File: config.mk
export PLATFORM = sky130hd
export DESIGN_NAME = cdiv_post
export DESIGN_NICKNAME = d
export VERILOG_FILES = /design/src/hdl/cdiv_pkg.sv /design/src/hdl/cdiv_post.sv
export SDC_FILE = /design/constraint.sdc
export NUM_CORES = 1
export LEC_CHECK = 0
export ABC_AREA = 1
export BUFFER_PORTS_ARGS = -buffer_cell sky130_fd_sc_hd__buf_2
export CORE_ASPECT_RATIO = 0.75
export CORE_MARGIN = 3
export CORE_UTILIZATION = 49
export DETAILED_ROUTE_END_ITERATION = 16
export HOLD_SLACK_MARGIN = 0.15
export PLACE_DENSITY = 0.93
export SYNTH_ARGS = -nofsm -noshare
export SYNTH_HDL_FRONTEND = slang
export SYNTH_SLANG_ARGS = --single-unit
File: constraint.sdc
create_clock -name clk -period 5.05 [get_ports clk]
set_clock_uncertainty 0.15 [all_clocks]
set_input_delay 1.01 -clock clk [delete_from_list [all_inputs] [get_ports clk]]
set_output_delay 1.01 -clock clk [all_outputs]
set_load 0.05 [all_outputs]
File: src/hdl/cdiv_pkg.sv
// cdiv_pkg: widths, constants and the per-cell record of the complex divider.
// No dependencies; every other file refers to it by scoped names.
`timescale 1ns / 1ps

package cdiv_pkg;

  localparam int COMPONENT_WIDTH = 16;
  localparam int FRAC_BITS       = 16;
  localparam int OUT_WIDTH       = 32;

  // |x| of a cross sum and mag2 both stay at or below 2^(2*CW-1)
  localparam int XW     = 2 * COMPONENT_WIDTH;
  localparam int MW     = 2 * COMPONENT_WIDTH;
  localparam int SW     = 2 * COMPONENT_WIDTH + 2;
  // one cell per dividend bit of |x| * 2^FRAC_BITS
  localparam int NCELL  = XW + FRAC_BITS;
  // quotient bits kept; anything above is overflow anyway
  localparam int QW     = OUT_WIDTH + 1;

  localparam logic [QW-1:0] LIM_POS = QW'((64'd1 << (OUT_WIDTH - 1)) - 64'd1);
  localparam logic [QW-1:0] LIM_NEG = QW'(64'd1 << (OUT_WIDTH - 1));

  typedef struct packed {
    logic [XW-1:0] x;     // dividend bits still to shift in
    logic [MW-1:0] r;     // partial remainder
    logic [QW-1:0] q;     // quotient so far
    logic          big;   // a quotient bit fell off the top
    logic          neg;
  } lane_t;

  typedef struct packed {
    lane_t         re;
    lane_t         im;
    logic [MW-1:0] mag2;
    logic          zero;
    logic          last;
  } cell_t;

endpackage

File: src/hdl/cdiv_post.sv
// cdiv_post: saturation, sign and zero-divisor handling; output register.
// Depends on cdiv_pkg.
`timescale 1ns / 1ps

module cdiv_post (
  input  logic clk,
  input  logic rst,
  input  logic en,
  input  logic i_valid,
  input  cdiv_pkg::cell_t i,
  output logic o_valid,
  output logic [cdiv_pkg::OUT_WIDTH-1:0] quot_re,
  output logic [cdiv_pkg::OUT_WIDTH-1:0] quot_im,
  output logic zero_den,
  output logic saturated,
  output logic last_out
);
  localparam int OW = cdiv_pkg::OUT_WIDTH;
  localparam int QW = cdiv_pkg::QW;

  logic clip_re, clip_im;
  logic [OW-1:0] v_re, v_im;

  function automatic logic is_clip(input cdiv_pkg::lane_t l);
    logic [QW-1:0] lim;
    lim     = l.neg ? cdiv_pkg::LIM_NEG : cdiv_pkg::LIM_POS;
    is_clip = l.big | (l.q > lim);
  endfunction

  function automatic logic [OW-1:0] final_val(input cdiv_pkg::lane_t l, input logic c);
    logic [QW-1:0] m;
    m         = c ? (l.neg ? cdiv_pkg::LIM_NEG : cdiv_pkg::LIM_POS) : l.q;
    final_val = l.neg ? (~m[OW-1:0] + OW'(1)) : m[OW-1:0];
  endfunction

  assign clip_re = is_clip(i.re);
  assign clip_im = is_clip(i.im);
  assign v_re    = final_val(i.re, clip_re);
  assign v_im    = final_val(i.im, clip_im);

  always_ff @(posedge clk) begin
    if (rst) begin
      o_valid <= 1'b0;
    end else if (en) begin
      o_valid <= i_valid;
    end
  end

  always_ff @(posedge clk) begin
    if (en) begin
      quot_re   <= i.zero ? '0 : v_re;
      quot_im   <= i.zero ? '0 : v_im;
      zero_den  <= i.zero;
      saturated <= ~i.zero & (clip_re | clip_im);
      last_out  <= i.last;
    end
  end
endmodule

After elaboration in Yosys (flattened, before gate mapping)
Index checks and enable logic that the tools add are counted.
{ "totals": {"out_inout_bits": 68, "elab_cells": 23, "reg_bits": 68} }
{ "op_classes": {"mux": 6, "addsub": 2, "order_cmp": 2, "bitwise": 7} }
{ "ops": {"columns": ["cell", "n"], "rows": [
  ["2-to-1 mux 32 bit", 6],
  ["> comparator 33 x 32 -> 1 bit", 2],
  ["adder 32 x 1 -> 32 bit, second input constant", 2],
  ["inverter 32 bit", 2],
  ["OR 1 bit", 3],
  ["AND 1 bit", 1],
  ["inverter 1 bit", 1]
]} }

Longest topological paths before layout
{ "depth": {"word_depth": 7, "ltp_mapped": 29, "mapped_depth_nobuf": 26} }

Worst setup path after synthesis
OpenSTA, ideal clock, no wires.
{ "synth_timing": {"path_type": "input to register", "startpoint": "in i[133] (netlist bit)", "endpoint": "reg quot_re[20] (netlist bit), data pin", "path_slack_ns": 0.663, "t_required_ns": 4.645, "path_buffers": 3, "t_arrival_ns": 3.982, "path_stages": 23, "cell_sequence": "inv_1 > buf_1 > ha_1 > inv_1 > nor3_2 > and2_1 > a21oi_1 > nand2_2 > nand2_4 > nand2_4 > nand2_4 > buf_2 > buf_1 > nand2_1 > inv_1 > ha_1 > nand4_2 > nor2_2 > nand3_1 > nand2_1 > nand2_1 > o21ai_0 > nor2_1"} }
{ "synth_via": {"elab_chain_cells": 7} }
{ "synth_lines": {"columns": ["item", "line_no", "rtl"], "rows": [
  ["from (decl)", "cdiv_post.sv:10", "input cdiv_pkg::cell_t i,"],
  ["2-to-1 mux 32 bit", "cdiv_post.sv:26, cdiv_post.sv:32", null],
  ["> comparator 33 x 32 -> 1 bit", "cdiv_post.sv:27", "is_clip = l.big | (l.q > lim);"],
  ["OR 1 bit", "cdiv_post.sv:27", null],
  ["2-to-1 mux 32 bit", "cdiv_post.sv:32", "m = c ? (l.neg ? cdiv_pkg::LIM_NEG : cdiv_pkg::LIM_POS) : l.q;"],
  ["inverter 32 bit", "cdiv_post.sv:33", "final_val = l.neg ? (~m[OW-1:0] + OW'(1)) : m[OW-1:0];"],
  ["adder 32 x 1 -> 32 bit", "cdiv_post.sv:33", null],
  ["2-to-1 mux 32 bit (*)", "cdiv_post.sv:33", null],
  ["to (signal assigned)", "cdiv_post.sv:51", "quot_re <= i.zero ? '0 : v_re;"],
  ["to (decl)", "cdiv_post.sv:12", "output logic [cdiv_pkg::OUT_WIDTH-1:0] quot_re,"]
]} }
Every way passes the cells marked *; elsewhere a longest branch is shown, timed or not.
A chain may end at the register's enable or synchronous reset.

Worst setup path after layout
{ "layout_timing": {"startpoint": "in i[133] (netlist bit)", "endpoint": "reg quot_re[24] (netlist bit), data pin"} }
The elaborated chain is that of the path after synthesis.

==> reports/qor.txt <==
dominant cell type by area after synthesis: edfxtp_1
H-tree depth: 3
Via density: 5.560
largest family of logic cells by synthesized area: simple AND/OR/NAND/NOR gates
I/O pin cnt: 304
largest net degree at the start of global routing: 53
Fmax: 227.7 MHz
first-pass GRT wire length: 31250 µm
EDFF count, synth: 67
PostCTS Resize Cnt: 0
# setup viols final: 0
YS warnings: 0
Max FO, Critical Path: 26
Routed wire per std cell: 14.99 µm
status: complete, no violations
share of cells above drive strength 1: 19.71%
Post-CTS Setup Repair Bufs: 0
antenna violations before repair: 0
Worst EP arrival: 4.31 ns
clk root buf: clkbuf_16
Die X: 141.4 µm
die height: 107.5 µm
Netlist cell types: 44
Max Cap Viol: 0
unrepaired setup endpoints after global routing: no
WS Path Type: in2reg
setup TNS: 0 ns
post-synthesis mux area share: 0.1486%
Avg Cell Area, Syn: 6.944 µm²
R2R Setup Slk: 4.30 ns
core area: 13200 µm²
r2r startpoint: o_valid
syn nets: 1272
Leak Pwr: 0.004102 µW
Hold Vio Cnt, Final: 0
commonest cells after routing, fill and taps aside: nand2_1, buf_2, nor2_1
Worst slew margin: 47.29%
DRC Markers: 0
Routed Antenna Nets: 0
area grow syn2layout: 17.41%
Power Density: 259.1 nW/µm²
mapped cell area: 6735 µm²
CTS tree: built
die area: 15200 µm²
Yosys top cell area share: 29.87%
Tcrit/Tclk final: 86.98%
slew at the pin closest to its max-slew limit: 0.7898 ns
CP endpoint kind: flop
diode count: 0
Pre-antenna DRT Iters: 5
Tmin final: 4.392 ns
initial core utilization: 51.03%
final net count: 1408
simple-gate share of the synthesized area: 38.79%
Detailed Route WL: 19220 µm
GRT overflow: 0
GRT Total Usage: 25.43%
Tightest Hold Check Type: reg2reg
fin. max-slew vios: 0
maximum clock path buffer count: 2
# rows: 36
#FFs+latches synth: 68
CP endpoint: quot_re[24]
post-synthesis sequential area ratio: 30.17%
startpoint types: input pin
most common cell after layout, fill and taps aside: nand2_1
Clk pin slew, worst setup/hold paths: 0.06 ns
Detailed Place HPWL: 15130 µm
clk_lat worst skew: 0.32 ns
WP data required: 4.97 ns
clk sink count: 68
Synth Area in Compound Gates: 10.16%
via count: 7128
synthesized instance count: 970
worst setup margin: 0.6578 ns
XOR/XNOR Fraction of Synth Area: 0%
ys async rst share: 0%
CTS Buf Count: 9
RR Endpoint: o_valid
hold_buf cts: 0
worst vdd ir: 0.1920 mV
CP Launch Point: i[133]
R2R cell count: 2
prevailing post-synth register cell: edfxtp_1
Post-Place Worst Slack: 0.4111 ns
top post-synthesis cells by area: edfxtp_1, nand2_1, ha_1
vias in the first global route: 6388
area share of fa/ha/maj cells after synthesis: 12.26%
Placer Congestion: 0.9725
Buffers on Ports: 143
Iter 0 DRT Violations: 909
## layer usage
metal | share of wire (%) | routed length (µm) | track usage (%) | vias up
met5 | 0 | 0 | 0 | -
met4 | 1.6 | 312 | 5.753 | 0
met3 | 12 | 2282 | 6.927 | 26
met2 | 41 | 7811 | 35.86 | 400
met1 | 46 | 8815 | 38.61 | 3154
li1 | - | - | - | 3548
## per-stage QoR
step	instance area, µm²	utilization [%]	total power (µW)	cells	hold WS (ns)
global placement	7615	57.70	1413	1266	0.3298
floorplan	6735	-	1236	970	0.5826
finish	7908	59.92	2049	1282	0.3650
global route	7908	59.92	2170	1282	0.3900
detailed placement	7615	57.70	1429	1266	0.3580
CTS	7908	59.92	2054	1282	0.3705
## how the worst min path moves through the flow
stage               slack (ns)       to    start  cells past startpoint
floorplan                 0.58  o_valid  o_valid                      2
global placement          0.33  o_valid  o_valid                      2
detailed placement        0.36  o_valid  o_valid                      2
CTS                       0.37  o_valid  o_valid                      2
global route              0.39  o_valid  o_valid                      2
finish                    0.37  o_valid  o_valid                      2
## power breakdown
group	switching, µW	leakage, µW	internal, µW
logic	533	0.00331	199
registers	13.8	0.000658	684
clock network	237	0.000139	382
total	784	0.00410	1270
## flip-flops by register name, indices dropped and copies added (netlist names)
register   cells
quot_re       32
quot_im       32
last_out       1
saturated      1
o_valid        1
zero_den       1
## Yosys cell counts (2+ instances only)
cell	n
a211oi_1	2
a21o_1	4
a21oi_1	56
a31oi_1	10
and2_1	2
buf_1	8
buf_2	3
buf_4	2
buf_6	7
clkbuf_1	13
clkinv_1	2
edfxtp_1	67
ha_1	66
inv_1	98
inv_2	2
nand2_1	249
nand2_2	6
nand2_4	6
nand3_1	125
nand3_2	9
nand3b_1	5
nand4_1	11
nand4_2	2
nor2_1	130
nor2_2	11
nor2b_1	2
nor3_1	14
nor3_2	2
o211a_1	2
o211ai_1	4
o21a_1	2
o21ai_0	26
o21ai_1	8
o21ai_2	3
or2_2	2
## area by class of cell
| class | instances | area (µm²) |
|---|---|---|
| flip-flops and latches | 68 | 2032 |
| fillers | 1212 | 5290 |
| well taps | 171 | 214.0 |
| repair buffers | 158 | 853.3 |
| clock buffers | 10 | 229.0 |
| clock inverters | 6 | 63.81 |
| inverters | 102 | 382.9 |
| multi-input cells | 767 | 4133 |
## cells by family after synthesis
group | after synthesis
buf+inv | 135
simple gates | 580
flops | 68
compound gates | 120
mux | 1
fa+ha+maj | 66
## worst max-delay path, stage by stage
cell and delay [ns]:
buf_2 0.31, inv_1 0.16, ha_1 0.30, inv_1 0.05, nor3_2 0.16, and2_1 0.23
nand2_1 0.08, nor2_1 0.09, nand2_1 0.07, nand2_2 0.07, nand2_4 0.06, buf_4 0.22
nand3_1 0.12, nand2_1 0.10, inv_1 0.09, ha_1 0.20, nand4_2 0.16, nor3_1 0.36
nand3_1 0.21, a21oi_1 0.17, nor2_1 0.08
(Power assumes the default switching activity.)
