--- src/hdl/cdiv_pkg.sv ---
// cdiv_pkg: widths, constants and the per-cell record of the complex divider.
// No dependencies; every other file refers to it by scoped names.
`timescale 1ns / 1ps

package cdiv_pkg;

  localparam int COMPONENT_WIDTH = 16;
  localparam int FRAC_BITS       = 16;
  localparam int OUT_WIDTH       = 32;

  // |x| of a cross sum and mag2 both stay at or below 2^(2*CW-1)
  localparam int XW     = 2 * COMPONENT_WIDTH;
  localparam int MW     = 2 * COMPONENT_WIDTH;
  localparam int SW     = 2 * COMPONENT_WIDTH + 2;
  // one cell per dividend bit of |x| * 2^FRAC_BITS
  localparam int NCELL  = XW + FRAC_BITS;
  // quotient bits kept; anything above is overflow anyway
  localparam int QW     = OUT_WIDTH + 1;

  localparam logic [QW-1:0] LIM_POS = QW'((64'd1 << (OUT_WIDTH - 1)) - 64'd1);
  localparam logic [QW-1:0] LIM_NEG = QW'(64'd1 << (OUT_WIDTH - 1));

  typedef struct packed {
    logic [XW-1:0] x;     // dividend bits still to shift in
    logic [MW-1:0] r;     // partial remainder
    logic [QW-1:0] q;     // quotient so far
    logic          big;   // a quotient bit fell off the top
    logic          neg;
  } lane_t;

  typedef struct packed {
    lane_t         re;
    lane_t         im;
    logic [MW-1:0] mag2;
    logic          zero;
    logic          last;
  } cell_t;

endpackage

--- src/hdl/cdiv_cell.sv ---
// cdiv_cell: one restoring-division step for both lanes, one quotient bit each.
// Depends on cdiv_pkg.
`timescale 1ns / 1ps

module cdiv_cell (
  input  logic clk,
  input  logic rst,
  input  logic en,
  input  logic i_valid,
  input  cdiv_pkg::cell_t i,
  output logic o_valid,
  output cdiv_pkg::cell_t o
);
  localparam int MW = cdiv_pkg::MW;
  localparam int XW = cdiv_pkg::XW;
  localparam int QW = cdiv_pkg::QW;

  function automatic cdiv_pkg::lane_t step(input cdiv_pkg::lane_t l,
                                           input logic [MW-1:0] d);
    logic [MW:0] rs;
    logic        ge;
    logic [MW:0] rn;
    cdiv_pkg::lane_t n;
    rs      = {l.r, l.x[XW-1]};
    ge      = rs >= {1'b0, d};
    rn      = ge ? rs - {1'b0, d} : rs;
    n.r     = rn[MW-1:0];
    n.x     = {l.x[XW-2:0], 1'b0};
    n.q     = {l.q[QW-2:0], ge};
    n.big   = l.big | l.q[QW-1];
    n.neg   = l.neg;
    step    = n;
  endfunction

  always_ff @(posedge clk) begin
    if (rst) begin
      o_valid <= 1'b0;
    end else if (en) begin
      o_valid <= i_valid;
    end
  end

  always_ff @(posedge clk) begin
    if (en) begin
      o.re   <= step(i.re, i.mag2);
      o.im   <= step(i.im, i.mag2);
      o.mag2 <= i.mag2;
      o.zero <= i.zero;
      o.last <= i.last;
    end
  end
endmodule

--- config.mk ---
export PLATFORM = sky130hd
export DESIGN_NAME = cdiv_cell
export DESIGN_NICKNAME = d
export VERILOG_FILES = /design/src/hdl/cdiv_pkg.sv /design/src/hdl/cdiv_cell.sv
export SDC_FILE = /design/constraint.sdc
export NUM_CORES = 1
export LEC_CHECK = 0
export BUFFER_PORTS_ARGS = -buffer_cell sky130_fd_sc_hd__buf_2
export CORE_MARGIN = 2
export CORE_UTILIZATION = 35
export DETAILED_ROUTE_END_ITERATION = 6
export SETUP_SLACK_MARGIN = 0.15
export SLEW_MARGIN = 20
export SYNTH_ARGS = -nofsm -noshare
export SYNTH_HDL_FRONTEND = slang
export SYNTH_SLANG_ARGS = --single-unit
--- constraint.sdc ---
create_clock -name clk -period 8 [get_ports clk]
set_clock_uncertainty 0.2 [all_clocks]
set_input_delay 1.6 -clock clk [delete_from_list [all_inputs] [get_ports clk]]
set_output_delay 1.6 -clock clk [all_outputs]
set_load 0.05 [all_outputs]
Word-level counts from Yosys, hierarchy flattened
Cells that the tools add are included.
{"block": "op_classes", "add_sub_neg": 2, "order_cmp": 2, "mux": 2, "bitwise": 2}
{"op": "$ge 33x32->1", "n": 2}
{"op": "$mux 32", "n": 2}
{"op": "$sub 32x32->32", "n": 2}
{"op": "$or 1x1->1", "n": 2}
{"block": "word_totals", "register_bits": 231, "in_bits": 236, "wordCells": 22}

Longest topological paths before layout
Gate-level depths: netlist of run 1.
{"block": "depth", "word_depth": 2, "depth_mapped": 14, "ltp_nobuf": 12}

Least setup slack after synthesis of run 1
No wires, ideal clock.
{"block": "synth_path", "path_kind": "input -> register", "startpoint": "input i[3] in the netlist's numbering", "endpoint": "register o[96] in the netlist's numbering (data pin)", "setup_ns": 0.260, "arrival_time_ns": 3.933, "required_time_ns": 7.540, "setup_slack_ns": 3.607, "cell_stages": 13, "path_buffers": 2, "path_cell_list": "inv_1 -> ha_1 -> nor2b_1 -> o31a_1 -> nor2_1 -> o21ai_0 -> a21oi_1 -> o21ai_2 -> a221oi_2 -> a22o_1 -> buf_4 -> buf_6 -> mux2_2"}
{"block": "synth_via", "elab_chain_len": 2, "elab_cells_between_ends": 3, "classes_between": "1 x add/sub; 1 x order compare; 1 x mux"}
{"element": "from (decl)", "line": "cdiv_cell.sv:10", "text": "input cdiv_pkg::cell_t i,"}
{"element": "$sub 32x32->32 or $ge 33x32->1 (tied branches)", "line": "cdiv_cell.sv:26, cdiv_cell.sv:25"}
{"element": "$mux 32 (*)", "line": "cdiv_cell.sv:26", "text": "rn = ge ? rs - {1'b0, d} : rs;"}
{"element": "to (decl)", "line": "cdiv_cell.sv:12", "text": "output cdiv_pkg::cell_t o"}
Mark *: on every way between the ends. The rest lies on a longest branch, timed or not.
A chain may end at the register's enable or synchronous reset.

Worst setup path in the final report of run 1
{"block": "layout_path", "startpoint": "input i[3] in the netlist's numbering", "endpoint": "register o[71] in the netlist's numbering (data pin)"}
The elaborated chain is that of the path after synthesis.

==> results.py, run 1 <==
metrics = {
    "synthesis": {
        "synth_edf_count": 230,
        "syn_inst": 894,
        "synth_area_sq_um": 11400,
        "ys_seq_area_share_pct": 60.9,
        "synthArstFlopShare_pct": 0,
        "synth_seq_cells": 231,
        "syn_area_per_cell_sq_um": 12.7,
        "synth_warnings": 0,
        "synth_cell_type_count": 70,
        "ys.flop_type": "edfxtp_1",
    },
    "grt": {
        "use_met3_pct": 5.30,
        "overflow": 0,
        "antenna_found_initial": 8,
        "grt_max_degree": 104,
        "grt-busiest-layer": "met2",
        "grt_pass1_wl_mm": 53.1,
        "grt_usage_pct": 20.8,
        "use_met1_pct": 24.8,
        "met2_usage_pct": 37.0,
        "grt_pass1_vias": 8795,
    },
    "cts": {
        "clk_path_buf_depth": 3,
        "clkTransAtPathRegs_ns": 0.06,
        "clk_latency_ns": 0.53,
        "cts-root-buf": "clkbuf_16",
        "cts_buffers": 27,
        "cts_tree": "built",
        "cts_hold_buf": 0,
        "clock_sinks": 231,
        "htree_num_levels": 1,
        "cts_setup_buffers": 0,
        "cts-resized-gates": 0,
    },
    "timing": {
        "max_freq_ghz": 0.205,
        "finalCriticalPeriod_ns": 4.87,
        "worstMarginPinSlew_ns": 1.03,
        "setup_viol": 0,
        "slew_violations": 0,
        "hold_viol": 0,
        "rsz0062_at_grt": "no",
        "fin_crit_sh_pct": 60.9,
        "fin_setup_tns_ns": 0,
        "slew-limit-headroom_pct": 31.1,
        "fin_hold_ws_ns": 0.295,
    },
    "place": {
        "globalplace.congestion": 0.843,
        "io_buffers": 466,
        "hpwl_mm": 29.6,
        "placed_cells": 1773,
        "place_area_sq_um": 14200,
    },
    "critical_path": {
        "reg2reg_from": "o_valid",
        "crit_path_start_kind": "input port",
        "worstPathArrival_ns": 4.96,
        "critPathKind": "in -> reg",
        "critPathMaxFanout": 33,
        "critPathCaptureType": "flop",
        "reg2reg_slack_ns": 7.22,
        "max_stage_delay_ns": 0.52,
        "critPathLaunch": "i[3]",
        "slowest_stage": "a21oi_1",
        "required_ns": 8.09,
        "path_cells": "buf_2 -> inv_1 -> ha_1 -> nor2b_1 -> o31a_1 -> nor2_1 -> o21ai_0 -> a21oi_1 -> o21ai_2 -> a221oi_2 -> a22o_1 -> buf_4 -> mux2_2",
    },
    "final_layout": {
        "syn_to_final_growth_pct": 32.5,
        "fin_area_sq_um": 15100,
        "fin_nets": 1669,
        "final_common_cell": "buf_2",
        "instances_no_fill": 1824,
        "most-common-layout-cells": "buf_2 (465), edfxtp_1 (230), nand2_1 (77), a21oi_1 (69), o21ai_0 (68)",
        "drive_above_1_share_pct": 38.8,
    },
    "floorplanning": {
        "die_w_um": 184,
        "die_y_um": 184,
        "ios": 469,
        "initial_core_util_pct": 35.7,
        "core_sq_um": 31800,
        "die_area_sq_um": 33900,
        "fp-row-count": 65,
    },
    "job": {
        "maxCapViolations": 0,
    },
    "pwr": {
        "ir_drop_uv": 149,
        "leakagePower_nw": 6.48,
        "cellPowerDensity_nw_per_um2": 255,
    },
    "routing": {
        "wirelength_mm": 37.5,
        "drt-pass1-iter-count": 5,
        "route.detailed.drc": 0,
        "first_iter_violations": 559,
        "vias": 9025,
        "via_per_inst": 4.95,
        "routedWlPerCell_um": 20.6,
        "postRouteAntennaNets": 0,
    },
    "min_path": {
        "hold_path.class": "reg -> reg",
        "hp-start": "o_valid",
    },
    "run_status": {
        "outcome": "finished, final reports clean",
    },
}
## registers in the layout, indices dropped and copies added (netlist names)
name,count
o_valid,1
o,230
## worst max-delay path, delay by kind of cell
family / cells / cell delay [ns]
compound gates: 6 / 1.65
buf+inv: 3 / 0.65
mux: 1 / 0.39
simple gates: 2 / 0.33
fa+ha+maj: 1 / 0.30
## synthesized netlist by cell type, types with 5 or more instances
cell type / number / share of area (%)
edfxtp_1: 230 / 61
nand2_1: 77 / 2.5
a21oi_1: 69 / 3.0
o21ai_0: 68 / 3.0
ha_1: 64 / 7.0
nor2_1: 50 / 1.7
inv_1: 44 / 1.5
xnor2_1: 34 / 2.6
mux2_1: 26 / 2.6
a21o_1: 19 / 1.3
clkbuf_1: 18 / 0.59
xor2_1: 18 / 1.4
nand3_1: 14 / 0.62
nand4_1: 13 / 0.72
nand2b_1: 12 / 0.66
nor3_1: 12 / 0.53
o21a_1: 10 / 0.66
nor2b_1: 9 / 0.50
a211oi_1: 7 / 0.46
a31oi_1: 6 / 0.33
o21bai_1: 6 / 0.40
mux2_2: 5 / 0.50
o211ai_1: 5 / 0.33
o31ai_1: 5 / 0.33
## final cells by class
| type | count | area, sq um |
|---|---|---|
| clock buffers | 31 | 691 |
| inverters | 45 | 169 |
| well taps | 435 | 544 |
| clock inverters | 16 | 204 |
| multi-input cells | 592 | 4140 |
| diodes | 4 | 10.0 |
| fillers | 2984 | 16700 |
| flip-flops and latches | 231 | 6930 |
| repair buffers | 470 | 2370 |
## report_power, final
part / switching, W / internal, W / total [W]
clock network: 0.000500 / 0.000748 / 0.00125
registers: 0.0000328 / 0.00149 / 0.00152
logic: 0.000790 / 0.000288 / 0.00108
total: 0.00132 / 0.00252 / 0.00385
## worst paths after layout
kind | end | cells after the start
worst min register to register | o_valid | 2
worst max register to register | o_valid | 2
worst min-delay path | o_valid | 2
worst max-delay path | o[71] | 13
## kinds of logic (layout without fill, tap and decap cells)
family	Yosys count	after routing	share of synthesized area [%]
AOI/OAI and AO/OA	230	230	13.0
xor gates and xnor gates	52	52	4.01
adders and majority gates	66	66	7.40
buffers and inverters	72	562	2.73
DFF	231	231	60.9
muxes	34	34	3.34
other	1	6	0.0330
and+or+nand+nor	208	208	8.54
## layer usage
| metal | wire length [um] | share of wire, % | up-vias |
|---|---|---|---|
| li1 | - | - | 4312 |
| met1 | 14800 | 40 | 4314 |
| met2 | 18600 | 50 | 336 |
| met3 | 2940 | 7.8 | 57 |
| met4 | 1060 | 2.8 | 6 |
| met5 | 40 | 0.11 | - |
## metrics by stage
step / setup slack (ns) / util, % / power, W
final: 3.13 / 47.3 / 0.00385
after global routing: 2.98 / 47.3 / 0.00400
after CTS: 3.07 / 47.3 / 0.00389
after detailed placement: 2.52 / 44.5 / 0.00262
after global placement: 2.57 / 44.5 / 0.00262
after floorplan: 3.61 / - / 0.00231
(Power assumes the default switching activity.)
==> run 2: changes to the inputs <==
==> constraint.sdc (replaced) <==
create_clock -name clk -period 4.79 [get_ports clk]
set_clock_uncertainty 0.2 [all_clocks]
set_input_delay 0.958 -clock clk [delete_from_list [all_inputs] [get_ports clk]]
set_output_delay 0.958 -clock clk [all_outputs]
set_load 0.05 [all_outputs]
==> run 2 against run 1 <==
  * Non-clock buffer count increased by 7
  * Critical path depth unchanged
  * Worst setup slack lost 2.1 ns
  * Global-route usage grew 0.24 points
  * Via count grew 1.4%
  * Count of clock-buffer cells in the layout decreased by 1
  * Core utilization hardly changed
  * Total power rose by 61%
  * Final cell count rose by 0.44%
  * Hold slack got worse by 0.0020 ns
==> results.py, run 2 (synthesis gave the netlist of run 1 again) <==
metrics = {
    "run_status": {
        "outcome": "finished, final reports clean",
    },
    "place": {
        "globalplace.congestion": 0.899,
        "placed_cells": 1780,
        "hpwl_mm": 30.2,
        "place_area_sq_um": 14200,
        "io_buffers": 466,
    },
    "grt": {
        "antenna_found_initial": 11,
        "overflow": 0,
        "grt_max_degree": 128,
        "grt_usage_pct": 21.1,
        "grt_pass1_vias": 8868,
        "grt_pass1_wl_mm": 53.4,
    },
    "final_layout": {
        "instances_no_fill": 1832,
        "top_regs": "o x230, o_valid x1",
        "fill_cells": 2979,
        "register_area_sq_um": 6930,
        "final_common_cell": "buf_2",
        "largest_register_ffs": 230,
        "fin_nets": 1676,
        "fin_area_sq_um": 15000,
        "drive_above_1_share_pct": 39.2,
        "largest_register": "o",
        "multiInputGateArea_sq_um": 4140,
        "most-common-layout-cells": "buf_2 (465), edfxtp_1 (230), nand2_1 (77), a21oi_1 (69), o21ai_0 (68)",
        "syn_to_final_growth_pct": 32.4,
    },
    "cts": {
        "clock_sinks": 231,
        "clk_path_buf_depth": 3,
        "cts-resized-gates": 0,
        "cts_buffers": 27,
        "clk_latency_ns": 0.52,
        "htree_num_levels": 1,
        "cts-root-buf": "clkbuf_16",
        "cts_hold_buf": 0,
        "cts_setup_buffers": 0,
        "cts_tree": "built",
        "clkTransAtPathRegs_ns": 0.06,
    },
    "pwr": {
        "leakagePower_nw": 6.49,
        "p_sw_w": 0.00220,
        "cellPowerDensity_nw_per_um2": 413,
        "comb_power_share_pct": 29.3,
        "clockPowerShare_pct": 29.8,
        "internal-power_w": 0.00401,
        "pwr-share-seq_pct": 40.9,
        "netSwitchingFraction_pct": 35.4,
        "ir_drop_uv": 236,
    },
    "critical_path": {
        "max_stage_delay_ns": 0.54,
        "endpoint": "o[178]",
        "crit_family": "compound AO/OA/AOI/OAI gates",
        "reg2reg_slack_ns": 4.00,
        "slowest_stage": "o21ai_4",
        "critPathMaxFanout": 24,
        "critPathCaptureType": "flop",
        "crit_cells": 13,
        "crit_path_frequent_cell": "buf_4",
        "required_ns": 4.85,
        "critPathKind": "in -> reg",
        "crit_buf_inv": 4,
        "path_cells": "buf_2 -> inv_1 -> ha_1 -> nand2b_1 -> a21oi_1 -> nor3_1 -> o31ai_1 -> buf_4 -> a41oi_1 -> nand2_1 -> o21ai_4 -> buf_4 -> o21ai_0",
        "critPathLaunch": "i[3]",
        "rr_worst_depth": 2,
        "reg2reg_from": "o_valid",
        "worstReg2RegEnd": "o_valid",
        "worstPathArrival_ns": 3.81,
        "crit_path_start_kind": "input port",
    },
    "min_path": {
        "hold_path.class": "reg -> reg",
    },
    "timing": {
        "fin_hold_ws_ns": 0.293,
        "hold_viol": 0,
        "slew_violations": 0,
        "slew-limit-headroom_pct": 31.2,
        "max_freq_ghz": 0.267,
        "worstMarginPinSlew_ns": 1.03,
        "rsz0062_at_grt": "no",
        "setup_viol": 0,
        "fin_crit_sh_pct": 78.1,
        "finalCriticalPeriod_ns": 3.74,
        "fin_setup_tns_ns": 0,
    },
    "floorplanning": {
        "fp-row-count": 65,
        "ios": 469,
        "core_sq_um": 31800,
        "die_area_sq_um": 33900,
        "die_y_um": 184,
        "die_w_um": 184,
        "initial_core_util_pct": 35.7,
    },
    "routing": {
        "vias": 9154,
        "drt-pass1-iter-count": 7,
        "wirelength_mm": 37.8,
        "via_per_inst": 5.00,
        "first_iter_violations": 561,
        "postRouteAntennaNets": 0,
        "route.detailed.drc": 0,
        "routedWlPerCell_um": 20.6,
    },
    "job": {
        "maxCapViolations": 0,
    },
}
[run 2: cell types whose count changed in the layout (fill, tap and decap cells not counted), moves of 2 or more]
cell       change
buf_12         +3
buf_4          +4
bufinv_16      -4
clkinv_2       +5
diode_2        +2
[run 2: worst min-delay path: stages (launching register included)]
cell and delay (ns):
dfxtp_1 0.32, mux2i_1 0.07, nor2_1 0.08
[run 2: worst min path at each step]
stage	startpoint	to	slack, ns	depth (start not counted)
floorplan	o_valid	o_valid	0.53	2
detailed placement	o_valid	o_valid	0.28	2
global placement	o_valid	o_valid	0.27	2
CTS	o_valid	o_valid	0.30	2
finish	o_valid	o_valid	0.29	2
global route	o_valid	o_valid	0.33	2
[run 2: metal layers]
metal  share of wire [%]  up-vias  GRT usage (%)
met5                0.13        -              0
met1                  40     4351           25.5
met2                  49      390           36.4
met4                 3.4        8           7.84
met3                 7.9       76           5.22
li1                    -     4329              -
[run 2: area by class of cell]
type | count | area share [%]
sequential | 231 | 46.0
multi-input combinational | 592 | 27.5
timing repair buffer | 477 | 16.4
clock buffer | 30 | 4.57
tap | 435 | 3.62
inverter | 45 | 1.12
clock inverter | 16 | 0.674
antenna | 6 | 0.0998
[run 2: metrics by stage]
stage	util (%)	worst slack, ns	total power (W)
after floorplan	-	1.04	0.00386
after global placement	44.8	0.527	0.00439
after detailed placement	44.8	0.538	0.00440
after CTS	47.3	1.09	0.00627
after global routing	47.3	0.859	0.00647
final	47.3	1.05	0.00621
[run 2: power by group through the flow]
stage	Sequential [W]	Combinational, W	Clock (W)
2_1_floorplan	0.00331	0.000542	0
3_3_place_gp	0.00258	0.00181	0
3_5_place_dp	0.00258	0.00182	0
4_1_cts	0.00254	0.00183	0.00190
5_1_grt	0.00256	0.00193	0.00199
6_report	0.00254	0.00182	0.00185
